### config.mk
export PLATFORM = sky130hd
export DESIGN_NAME = light_gate_stopwatch_controller
export DESIGN_NICKNAME = d
export VERILOG_FILES = /design/src/lgsw_pkg.sv /design/src/lgsw_tick.sv /design/src/lgsw_ctrl.sv /design/src/light_gate_stopwatch_controller.sv
export VERILOG_INCLUDE_DIRS = /design/src /design/src/src
export SDC_FILE = /design/constraint.sdc
export NUM_CORES = 1
export LEC_CHECK = 0
export BUFFER_PORTS_ARGS = -buffer_cell sky130_fd_sc_hd__buf_2
export CORE_MARGIN = 1.5
export CORE_UTILIZATION = 45
export DETAILED_ROUTE_END_ITERATION = 16
export SKIP_CTS_REPAIR_TIMING = 1
export SYNTH_ARGS = -nofsm -noshare
export SYNTH_HDL_FRONTEND = slang
export SYNTH_SLANG_ARGS = --single-unit
### constraint.sdc
create_clock -name aclk -period 5.1 [get_ports aclk]
set_input_delay 0.255 -clock aclk [delete_from_list [all_inputs] [get_ports aclk]]
set_output_delay 0.255 -clock aclk [all_outputs]
set_load 0.005 [all_outputs]
### src/light_gate_stopwatch_controller_macros.svh
// Assertion macros for the light-gate stopwatch controller.
// Used by the top level; relies on aclk and aresetn in the including scope.
`ifndef LIGHT_GATE_STOPWATCH_CONTROLLER_MACROS_SVH
`define LIGHT_GATE_STOPWATCH_CONTROLLER_MACROS_SVH

// Implication checked on every clock edge outside reset.
`define LGSW_ASSERT_IMP(label, ante, cons, msg) \
    label: assert property (@(posedge aclk) disable iff (!aresetn) (ante) |-> (cons)) \
        else $error(msg);

// Condition that must hold on every clock edge outside reset.
`define LGSW_ASSERT_ALWAYS(label, cond, msg) \
    label: assert property (@(posedge aclk) disable iff (!aresetn) (cond)) \
        else $error(msg);

`endif

### src/lgsw_pkg.sv
// Shared types and constants for the light-gate stopwatch controller.
// No dependencies; imported by every module of the block.
package lgsw_pkg;

    typedef enum logic [2:0] {
        PH_CHECK1  = 3'd0,
        PH_CHECK2  = 3'd1,
        PH_ERROR   = 3'd2,
        PH_ARMED   = 3'd3,
        PH_HOLDOFF = 3'd4,
        PH_TIMING  = 3'd5,
        PH_STOPPED = 3'd6
    } phase_t;

    // Configuration register indexes
    localparam logic [1:0] CFG_CHECK_WINDOW   = 2'd0;
    localparam logic [1:0] CFG_HOLDOFF_WINDOW = 2'd1;
    localparam logic [1:0] CFG_DISPLAY_PERIOD = 2'd2;

    localparam logic [7:0] CHECK_WINDOW_RST   = 8'd5;
    localparam logic [7:0] HOLDOFF_WINDOW_RST = 8'd2;
    localparam logic [9:0] DISPLAY_PERIOD_RST = 10'd99;

    localparam logic [9:0] MS_LAST   = 10'd999;
    localparam logic [5:0] SEC_LAST  = 6'd59;
    localparam logic [5:0] MIN_LAST  = 6'd59;
    localparam logic [6:0] HOUR_LAST = 7'd99;
    localparam logic [8:0] WIN_MAX   = 9'd511;

    typedef struct packed {
        logic [6:0] hours;
        logic [5:0] minutes;
        logic [5:0] seconds;
        logic [9:0] millis;
        logic [8:0] window;
        logic [9:0] disp;
    } timer_t;

    typedef struct packed {
        logic ms_tick;
        logic gate_one_hit;
        logic gate_two_hit;
        logic button_down;
        logic restart_request;
    } event_t;

    typedef struct packed {
        logic [7:0] check_window_seconds;
        logic [7:0] holdoff_window_seconds;
        logic [9:0] display_period_ms;
    } cfg_t;

    typedef struct packed {
        phase_t phase;
        logic   led_on;
        logic   display_update;
        logic   time_captured;
    } ctrl_t;

    localparam timer_t TIMER_ZERO = '0;

    // The time counter runs only in these phases
    function automatic logic phase_runs(input phase_t ph);
        return (ph == PH_CHECK1) || (ph == PH_CHECK2) ||
               (ph == PH_HOLDOFF) || (ph == PH_TIMING);
    endfunction

endpackage

### src/lgsw_tick.sv
// Millisecond advance of the h:m:s:ms counter, window and display sub-counter.
// Pure combinational; depends on lgsw_pkg.
module lgsw_tick import lgsw_pkg::*; (
    input  timer_t     cur,
    input  logic       tick_en,
    input  logic [9:0] display_period_ms,
    output timer_t     nxt,
    output logic       ticked
);

    logic saturated;

    assign saturated = (cur.hours >= HOUR_LAST) && (cur.minutes >= MIN_LAST) &&
                       (cur.seconds >= SEC_LAST) && (cur.millis >= MS_LAST);

    always_comb begin
        nxt    = cur;
        ticked = 1'b0;
        if (tick_en && !saturated) begin
            ticked = 1'b1;
            if (cur.millis >= MS_LAST) begin
                nxt.millis = '0;
                nxt.disp   = '0;
                if (cur.window < WIN_MAX) begin
                    nxt.window = cur.window + 9'd1;
                end
                if (cur.seconds >= SEC_LAST) begin
                    nxt.seconds = '0;
                    if (cur.minutes >= MIN_LAST) begin
                        nxt.minutes = '0;
                        nxt.hours   = cur.hours + 7'd1;
                    end else begin
                        nxt.minutes = cur.minutes + 6'd1;
                    end
                end else begin
                    nxt.seconds = cur.seconds + 6'd1;
                end
            end else begin
                nxt.millis = cur.millis + 10'd1;
                // wrap the display sub-counter once it reaches the period
                if (cur.disp >= display_period_ms) begin
                    nxt.disp = '0;
                end else begin
                    nxt.disp = cur.disp + 10'd1;
                end
            end
        end
    end

endmodule

### src/lgsw_ctrl.sv
// Phase sequencer: sensor checks, arming, hold-off, timing and capture.
// Pure combinational next-state and output logic; depends on lgsw_pkg.
module lgsw_ctrl import lgsw_pkg::*; (
    input  phase_t phase,
    input  logic   led_on,
    input  event_t ev,
    input  cfg_t   cfg,
    input  timer_t timer_ticked,
    input  logic   ticked,
    output ctrl_t  ctrl,
    output timer_t timer_next
);

    phase_t phase_next;
    logic   check_expired;
    logic   holdoff_expired;
    logic   period_hit;

    assign check_expired   = timer_ticked.window > {1'b0, cfg.check_window_seconds};
    assign holdoff_expired = timer_ticked.window > {1'b0, cfg.holdoff_window_seconds};
    assign period_hit      = ticked && (timer_ticked.disp == cfg.display_period_ms);

    always_comb begin
        phase_next = phase;
        if (ev.restart_request) begin
            phase_next = PH_CHECK1;
        end else begin
            case (phase)
                PH_CHECK1: begin
                    if (ev.gate_one_hit) phase_next = PH_CHECK2;
                    else if (check_expired) phase_next = PH_ERROR;
                end
                PH_CHECK2: begin
                    if (ev.gate_two_hit) phase_next = PH_ARMED;
                    else if (check_expired) phase_next = PH_ERROR;
                end
                PH_ERROR: begin
                    if (ev.button_down) phase_next = PH_CHECK1;
                end
                PH_ARMED: begin
                    if (ev.gate_one_hit) phase_next = PH_HOLDOFF;
                end
                PH_HOLDOFF: begin
                    if (!ev.gate_one_hit && holdoff_expired) phase_next = PH_TIMING;
                end
                PH_TIMING: begin
                    if (ev.gate_two_hit) phase_next = PH_STOPPED;
                end
                PH_STOPPED: begin
                    if (ev.button_down) phase_next = PH_ARMED;
                end
                default: begin
                    phase_next = PH_CHECK1;
                end
            endcase
        end
    end

    always_comb begin
        ctrl.phase          = phase_next;
        ctrl.led_on         = led_on;
        ctrl.display_update = 1'b0;
        ctrl.time_captured  = 1'b0;
        timer_next          = timer_ticked;
        if (ev.restart_request) begin
            ctrl.led_on = 1'b0;
            timer_next  = TIMER_ZERO;
        end else begin
            case (phase)
                PH_CHECK1: begin
                    if (ev.gate_one_hit) timer_next = TIMER_ZERO;
                end
                PH_ERROR: begin
                    if (ev.button_down) timer_next = TIMER_ZERO;
                end
                PH_ARMED: begin
                    if (ev.gate_one_hit) begin
                        timer_next  = TIMER_ZERO;
                        ctrl.led_on = 1'b1;
                    end
                end
                PH_HOLDOFF: begin
                    // restart the hold-off window on every start-sensor hit
                    if (ev.gate_one_hit) timer_next.window = '0;
                end
                PH_TIMING: begin
                    if (ev.gate_two_hit) begin
                        ctrl.led_on        = 1'b0;
                        ctrl.time_captured = 1'b1;
                    end else if (period_hit) begin
                        ctrl.display_update = 1'b1;
                        ctrl.led_on         = !led_on;
                    end
                end
                default: begin
                end
            endcase
        end
    end

endmodule

### src/light_gate_stopwatch_controller.sv
// Light-gate stopwatch controller top level: input stage, state, result register.
// Depends on lgsw_pkg, lgsw_tick, lgsw_ctrl and the assertion macro header.
//
//  channel   direction  tdata fields (low bit up)
//  s_        in         ms_tick, gate_one_hit, gate_two_hit, button_down, restart_request
//  m_        out        phase, led_on, hours, minutes, seconds, millis,
//                       display_update, time_captured
//  cfg_      in         write enable, register index, write data
//
// Each beat is held in the input register, then the state update and result
// are formed in one pass of phase and counter logic and land in the result register.
// One beat per cycle is accepted when the result side keeps up.
// A stall on m_ holds the result register and then the input register; s_tready drops
// only when both are full. Reset (aresetn low, synchronous) clears state and loads the config defaults.
`include "light_gate_stopwatch_controller_macros.svh"

module light_gate_stopwatch_controller import lgsw_pkg::*; (
    input  logic        aclk,
    input  logic        aresetn,
    input  logic        s_tvalid,
    output logic        s_tready,
    // ms_tick, gate_one_hit, gate_two_hit, button_down, restart_request, zero pad
    input  logic [7:0]  s_tdata,
    output logic        m_tvalid,
    input  logic        m_tready,
    // phase[2:0], led_on[3], hours[10:4], minutes[16:11], seconds[22:17],
    // millis[32:23], display_update[33], time_captured[34], zero pad
    output logic [39:0] m_tdata,
    input  logic        cfg_wr_en,
    input  logic [1:0]  cfg_index,
    input  logic [9:0]  cfg_wdata
);

    cfg_t   cfg_reg;
    logic   in_valid_reg;
    event_t in_reg;
    logic   out_valid_reg;
    ctrl_t  out_ctrl_reg;
    timer_t out_timer_reg;

    phase_t phase_reg;
    logic   led_reg;
    timer_t timer_reg;

    logic   advance;
    logic   tick_en;
    timer_t timer_ticked;
    logic   ticked;
    ctrl_t  ctrl_next;
    timer_t timer_next;

    assign advance  = in_valid_reg && (!out_valid_reg || m_tready);
    assign s_tready = !in_valid_reg || advance;
    assign tick_en  = in_reg.ms_tick && !in_reg.restart_request && phase_runs(phase_reg);

    lgsw_tick u_tick (
        .cur               (timer_reg),
        .tick_en           (tick_en),
        .display_period_ms (cfg_reg.display_period_ms),
        .nxt               (timer_ticked),
        .ticked            (ticked)
    );

    lgsw_ctrl u_ctrl (
        .phase        (phase_reg),
        .led_on       (led_reg),
        .ev           (in_reg),
        .cfg          (cfg_reg),
        .timer_ticked (timer_ticked),
        .ticked       (ticked),
        .ctrl         (ctrl_next),
        .timer_next   (timer_next)
    );

    always_ff @(posedge aclk) begin
        if (!aresetn) begin
            cfg_reg.check_window_seconds   <= CHECK_WINDOW_RST;
            cfg_reg.holdoff_window_seconds <= HOLDOFF_WINDOW_RST;
            cfg_reg.display_period_ms      <= DISPLAY_PERIOD_RST;
        end else if (cfg_wr_en) begin
            case (cfg_index)
                CFG_CHECK_WINDOW:   cfg_reg.check_window_seconds   <= cfg_wdata[7:0];
                CFG_HOLDOFF_WINDOW: cfg_reg.holdoff_window_seconds <= cfg_wdata[7:0];
                CFG_DISPLAY_PERIOD: cfg_reg.display_period_ms      <= cfg_wdata;
                default: begin
                end
            endcase
        end
    end

    always_ff @(posedge aclk) begin
        if (!aresetn) begin
            in_valid_reg  <= 1'b0;
            out_valid_reg <= 1'b0;
            phase_reg     <= PH_CHECK1;
            led_reg       <= 1'b0;
            timer_reg     <= TIMER_ZERO;
        end else begin
            if (s_tvalid && s_tready) begin
                in_valid_reg <= 1'b1;
            end else if (advance) begin
                in_valid_reg <= 1'b0;
            end
            if (advance) begin
                out_valid_reg <= 1'b1;
                phase_reg     <= ctrl_next.phase;
                led_reg       <= ctrl_next.led_on;
                timer_reg     <= timer_next;
            end else if (m_tready) begin
                out_valid_reg <= 1'b0;
            end
        end
    end

    // payload registers: hold while stalled
    always_ff @(posedge aclk) begin
        if (s_tvalid && s_tready) begin
            in_reg.ms_tick         <= s_tdata[0];
            in_reg.gate_one_hit    <= s_tdata[1];
            in_reg.gate_two_hit    <= s_tdata[2];
            in_reg.button_down     <= s_tdata[3];
            in_reg.restart_request <= s_tdata[4];
        end
        if (advance) begin
            out_ctrl_reg  <= ctrl_next;
            out_timer_reg <= timer_next;
        end
    end

    assign m_tvalid = out_valid_reg;
    assign m_tdata  = {5'd0,
                       out_ctrl_reg.time_captured,
                       out_ctrl_reg.display_update,
                       out_timer_reg.millis,
                       out_timer_reg.seconds,
                       out_timer_reg.minutes,
                       out_timer_reg.hours,
                       out_ctrl_reg.led_on,
                       3'(out_ctrl_reg.phase)};

    `LGSW_ASSERT_IMP(a_capture_stops, out_valid_reg && out_ctrl_reg.time_captured, out_ctrl_reg.phase == PH_STOPPED && !out_ctrl_reg.led_on, "capture beat not in stopped phase with LED off")
    `LGSW_ASSERT_IMP(a_update_timing, out_valid_reg && out_ctrl_reg.display_update, out_ctrl_reg.phase == PH_TIMING && !out_ctrl_reg.time_captured, "display update outside timing phase")
    `LGSW_ASSERT_IMP(a_result_matches_state, out_valid_reg, out_ctrl_reg.phase == phase_reg && out_ctrl_reg.led_on == led_reg && out_timer_reg == timer_reg, "result register out of step with state")
    `LGSW_ASSERT_ALWAYS(a_millis_range, timer_reg.millis <= MS_LAST && timer_reg.seconds <= SEC_LAST && timer_reg.minutes <= MIN_LAST, "time counter field out of range")

endmodule
# [Word level (Yosys, flattened, before mapping)]
# Cells that the tools add are included.
# Widths: inputs -> output; s select.
[word_totals] in_bits=25 word_cells=120 output_inout_bits=42 register_bits=120
[op_classes] n_reduce_logical=31 n_eq_ne=9 muxes=39 bitwise=1 add_sub_neg=6 order_cmp=8
[ops] cell="$mux 48" count=4
[ops] cell="$pmux 29 s2" count=1
[ops] cell="$mux 10" count=3
[ops] cell="$mux 3" count=9
[ops] cell="$mux 9" count=3
[ops] cell="$pmux 9 s3" count=1
[ops] cell="$pmux 3 s7" count=1
[ops] cell="$add 10x1->10 const B" count=2
[ops] cell="$pmux 10 s2" count=1
[ops] cell="$mux 19" count=1
[ops] cell="$gt 9x8->1" count=2
[ops] cell="$mux 13" count=1
[ops] cell="$add 6x1->6 const B" count=2
[ops] cell="$ge 6x6->1 const B" count=2
[ops] cell="$mux 6" count=2
[ops] cell="$eq 10x10->1" count=1
[ops] cell="$ge 10x10->1" count=1
[ops] cell="$ge 10x10->1 const B" count=1
[ops] cell="$logic_and 1x1->1" count=10
[ops] cell="$add 9x1->9 const B" count=1
[ops] cell="$eq 3x3->1 const B" count=3
[ops] cell="$lt 9x9->1 const B" count=1
[ops] cell="$mux 1" count=9
[ops] cell="$add 7x1->7 const B" count=1
[ops] cell="17 further kinds" count=31

# [Logic depth before layout (Yosys ltp)]
[logic_depth] word_depth=13 ltp_mapped=17 depth_no_buf=16

# [Modules after synthesis]
# A second synthesis with hierarchy kept.
[hier_totals] cells_unflattened=800 hier_area_um2=7161.9
[modules_own_cells] module="light_gate_stopwatch_controller" area_each_um2=4352.9 seq_area_each_um2=2802.7 n_inst=1 cells_each=381
[modules_own_cells] module="lgsw_tick" area_each_um2=1617.8 seq_area_each_um2=0.0 n_inst=1 cells_each=243
[modules_own_cells] module="lgsw_ctrl" area_each_um2=1191.1 seq_area_each_um2=0.0 n_inst=1 cells_each=176

# [Least setup slack after synthesis]
# OpenSTA, ideal clock, no wires.
[synth_timing] path_kind="register to register" startpoint="register in_reg[0] in the netlist's numbering" endpoint="register out_ctrl_reg, in the netlist m_tdata[0] (data pin)" setup_ns=0.139 required_time_ns=4.961 t_arrival_ns=3.292 setup_slack_ns=1.669 path_stages_with_launch=17 path_buffers=1 synth_period_minus_slack_ns=3.431 cell_sequence="edfxtp_1 buf_4 nor3b_4 nand4_1 o21bai_1 nor2_1 mux2_2 ha_1 nor2b_1 o21a_1 o21a_1 o21a_1 o21ai_0 a21oi_1 o41ai_1 nand2_1 nor2_1"
[synth_lines] element="start: declaration" line="light_gate_stopwatch_controller.sv:36" source="event_t in_reg;"
[synth_lines] element="end signal: assignment" line="light_gate_stopwatch_controller.sv:125" source="out_ctrl_reg <= ctrl_next;"
[synth_lines] element="end: declaration" line="light_gate_stopwatch_controller.sv:38" source="ctrl_t out_ctrl_reg;"

# [Final worst setup path]
[layout_timing] startpoint="register timer_reg[41] in the netlist's numbering" endpoint="register phase_reg[1]"
[layout_between] elab_chain_len=12 elab_cells_between_ends=16 cone_classes="3 x order compare; 7 x mux; 6 x reduce/logical"
[layout_lines] element="start: declaration" line="light_gate_stopwatch_controller.sv:43" source="timer_t timer_reg;"
[layout_lines] element="start signal: assignment" line="light_gate_stopwatch_controller.sv:108" source="timer_reg <= timer_next;"
[layout_lines] element="$ge 7x7->1 (*)" line="lgsw_tick.sv:13" source="assign saturated = (cur.hours >= HOUR_LAST) && (cur.minutes >= MIN_LAST) &&"
[layout_lines] element="$logic_and 1x1->1 (*) (2 in a row)" line="lgsw_tick.sv:13"
[layout_lines] element="$logic_and 1x1->1 (*)" line="lgsw_tick.sv:14" source="(cur.seconds >= SEC_LAST) && (cur.millis >= MS_LAST);"
[layout_lines] element="$logic_not 1->1 (*)" line="lgsw_tick.sv:19" source="if (tick_en && !saturated) begin"
[layout_lines] element="$logic_and 1x1->1 (*)" line="lgsw_tick.sv:19"
[layout_lines] element="$mux 48 (*)" line="lgsw_tick.sv:19"
[layout_lines] element="$gt 9x8->1 (on tied branches)" line="lgsw_ctrl.sv:19, lgsw_ctrl.sv:20"
[layout_lines] element="$mux 3 or $logic_and 1x1->1 (tied branches)" line="lgsw_ctrl.sv:31, lgsw_ctrl.sv:35, lgsw_ctrl.sv:44"
[layout_lines] element="$mux 3 (on tied branches)" line="lgsw_ctrl.sv:34, lgsw_ctrl.sv:30, lgsw_ctrl.sv:44"
[layout_lines] element="$pmux 3 s7 (*)" line="lgsw_ctrl.sv:28" source="case (phase)"
[layout_lines] element="$mux 3 (*)" line="lgsw_ctrl.sv:25" source="if (ev.restart_request) begin"
[layout_lines] element="end signal: assignment" line="light_gate_stopwatch_controller.sv:106" source="phase_reg <= ctrl_next.phase;"
[layout_lines] element="end: declaration" line="light_gate_stopwatch_controller.sv:41" source="phase_t phase_reg;"
# Every way passes the cells marked *; elsewhere a longest branch is shown, timed or not.
# A chain may end at the register's enable or synchronous reset.

==> out/qor.yml <==
grt.total_usage: 0.212
wl_um: 15100
pre_cts_ws_ns: 1.01
worst_path_most_repeated_cell: "o21a_1"
antenna_found_initial: 0
max_slew_margin: 0.449
crit_slowest_cell: "nor4_1"
ant_nets: 0
die_w_um: 123
p_clk_frac: 0.503
drc: 0
syn_avg_cell_area_sq_um: 8.68
hold_class: "in -> reg"
clock_sinks: 120
clk_path_buf_depth: 2
fin_util: 0.535
grt_max_degree: 74
power_density_nw_per_um2: 312
critical_path_buf_inv_count: 0
nFillCells: 1320
mostFrequentLayoutCells: "nand2_1 (104), nor2_1 (90), dfxtp_1 (80), a21oi_1 (76), buf_2 (58)"
layout-drive-gt1-share: 0.135
worst-endpoint-arrival_ns: 4.45
nets: 851
power_frac_comb: 0.056
rsz0062_at_grt: "no"
first_global_vias: 5212
cts_tree: "built"
wl_per_cell_um: 15.3
largest_reg_flops: 48
netlist_area_sq_um: 6440
postSynthCellCount: 742
htreeDepth: 4
swShare: 0.221
clk_pin_slew_ns: 0.05
first_pass_iters: 5
setup_tns_ns: 0
initial_utilization: 0.462
power.switching_uw: 515
final_common_cell: "nand2_1"
p_seq_frac: 0.441
clk_latency_ns: 0.42
n_antenna_cell: 0
rows: 43
dpl.cell_count: 952
vdd_drop_max_v: 0.000212
worstSetupStartpointType: "flip-flop"
first_iter_violations: 296
synth_ff_type: "dfxtp_1"
status: "completed"
gr-total-overflow: 0
cp_data_required_time_ns: 5.36
yosysWarnings: 0
coreArea_sq_um: 13900
cp_max_fo: 7
synth_edf_count: 40
async_reset_ff_frac: 0
critPathKind: "reg -> reg"
maxCapViolations: 0
gp_congestion: 0.865
grt_pass1_wl_um: 24800
cts-root-buf: "clkbuf_16"
hpwl_um: 10700
post-route-min-period_ns: 4.19
numPortBuffers: 58
critical_path.endpoint_type: "flip-flop"
ys_types: 63
syn2layout_area_growth_pct: 15.8
max_stage_delay_ns: 0.42
path_cells: "ha_1, nor4_1, a21o_1, o21bai_1, nor2_1, mux2_2, ha_1, nor2b_1, o21a_1, o21a_1, o21a_1, o21ai_0, a21oi_1, o211a_1, o21ai_0, a21oi_1"
finalSetupViolCount: 0
layout_setup_ws_ns: 0.915
drt-vias-per-instance: 5.56
fin_crit_sh: 0.821
worst_slew_pin_slew_ns: 0.826
slew_viol_final: 0
instances_no_fill: 987
hold_viol: 0
io_pins: 67
fmax_ghz: 0.239
intPower_mw: 1.81
dieArea_sq_um: 15000
cts-buffers-inserted: 17
cpLargestDelayFamily: "compound AO/OA/AOI/OAI gates"
power.leakage_nw: 2.81
finClkSkew_ns: 0.00716
die_h_um: 123
synth_seq_cells: 120
ys_seq_area_frac: 0.435
vias: 5485
==> Yosys cell counts (3+ instances only) <==
cell type    n  area (sq um)
nand2_1    104           390
nor2_1      90           338
dfxtp_1     80          1600
a21oi_1     76           380
edfxtp_1    40          1200
inv_1       36           135
ha_1        32           400
o21ai_0     28           140
clkbuf_1    23          86.3
nand4_1     19           119
nand3_1     15          75.1
mux2i_1     14           140
xnor2_1     14           123
xor2_1      14           123
a31oi_1     11          68.8
and3_1      11          68.8
a22oi_1     10          75.1
or3_1        9          56.3
nor3_1       8          40.0
o211ai_1     7          52.6
and4_1       6          52.6
buf_4        6          45.0
nor2b_1      6          37.5
o21a_1       6          45.0
a21o_1       5          37.5
buf_1        5          18.8
nand2b_1     5          31.3
a211o_1      3          26.3
a211oi_1     3          22.5
a311oi_1     3          26.3
a32oi_1      3          26.3
buf_2        3          15.0
mux2_2       3          33.8
nand3b_1     3          22.5
o211a_1      3          30.0
o21bai_1     3          22.5
o2bb2ai_1    3          26.3
==> metrics by stage <==
step	hold slack, ns	power, mW	area (sq um)
6_report	0.00989	2.33	7460
5_1_grt	0.000206	2.41	7460
4_1_cts	-0.00761	2.35	7430
3_5_place_dp	0.434	1.18	6850
3_3_place_gp	0.435	1.17	6850
2_1_floorplan	0.354	1.13	6460
==> final cells by class <==
cell class | instances | area, sq um | area share
clock buffer | 26 | 523 | 0.0701
sequential | 120 | 2800 | 0.376
timing repair buffer | 67 | 365 | 0.0490
tap | 180 | 225 | 0.0302
clock inverter | 6 | 58.8 | 0.00788
inverter | 37 | 139 | 0.0186
multi-input combinational | 551 | 3350 | 0.449
==> kinds of logic (layout without fill, tap and decap cells) <==
group                      count (synthesis)  count (layout)  share of synthesized area
muxes                                     17              17                     0.0270
AOI/OAI and AO/OA                        177             177                      0.177
other                                      1               5                   0.000582
and+or+nand+nor                          292             292                      0.213
DFF                                      120             120                      0.435
adders and majority gates                 32              32                     0.0622
xor gates and xnor gates                  28              28                     0.0381
buffers and inverters                     75             136                     0.0480
==> power by group through the flow <==
stage               clock network [mW]  logic (mW)  registers [mW]
global route                      1.24       0.146            1.03
finish                            1.17       0.129            1.03
CTS                               1.19       0.129            1.03
detailed placement                   0       0.129            1.05
floorplan                            0      0.0829            1.04
global placement                     0       0.126            1.04
==> final timing paths <==
kind,from,slack (ns),endpoint,cells past startpoint
setup / recovery,timer_reg[41],0.91,phase_reg[1],16
hold / removal,s_tdata[2],0.01,in_reg[2],1
setup reg to reg,timer_reg[41],0.91,phase_reg[1],16
hold reg to reg,cfg_reg[7],0.46,cfg_reg[7],2
==> metal layers <==
layer / routed length (um) / global-route usage / up-vias
li1: - / - / 2736
met1: 6790 / 0.259 / 2574
met2: 7350 / 0.361 / 138
met3: 595 / 0.0414 / 37
met4: 398 / 0.0988 / 0
met5: 0 / 0 / -
No activity file was read; power rests on OpenSTA's default activity.
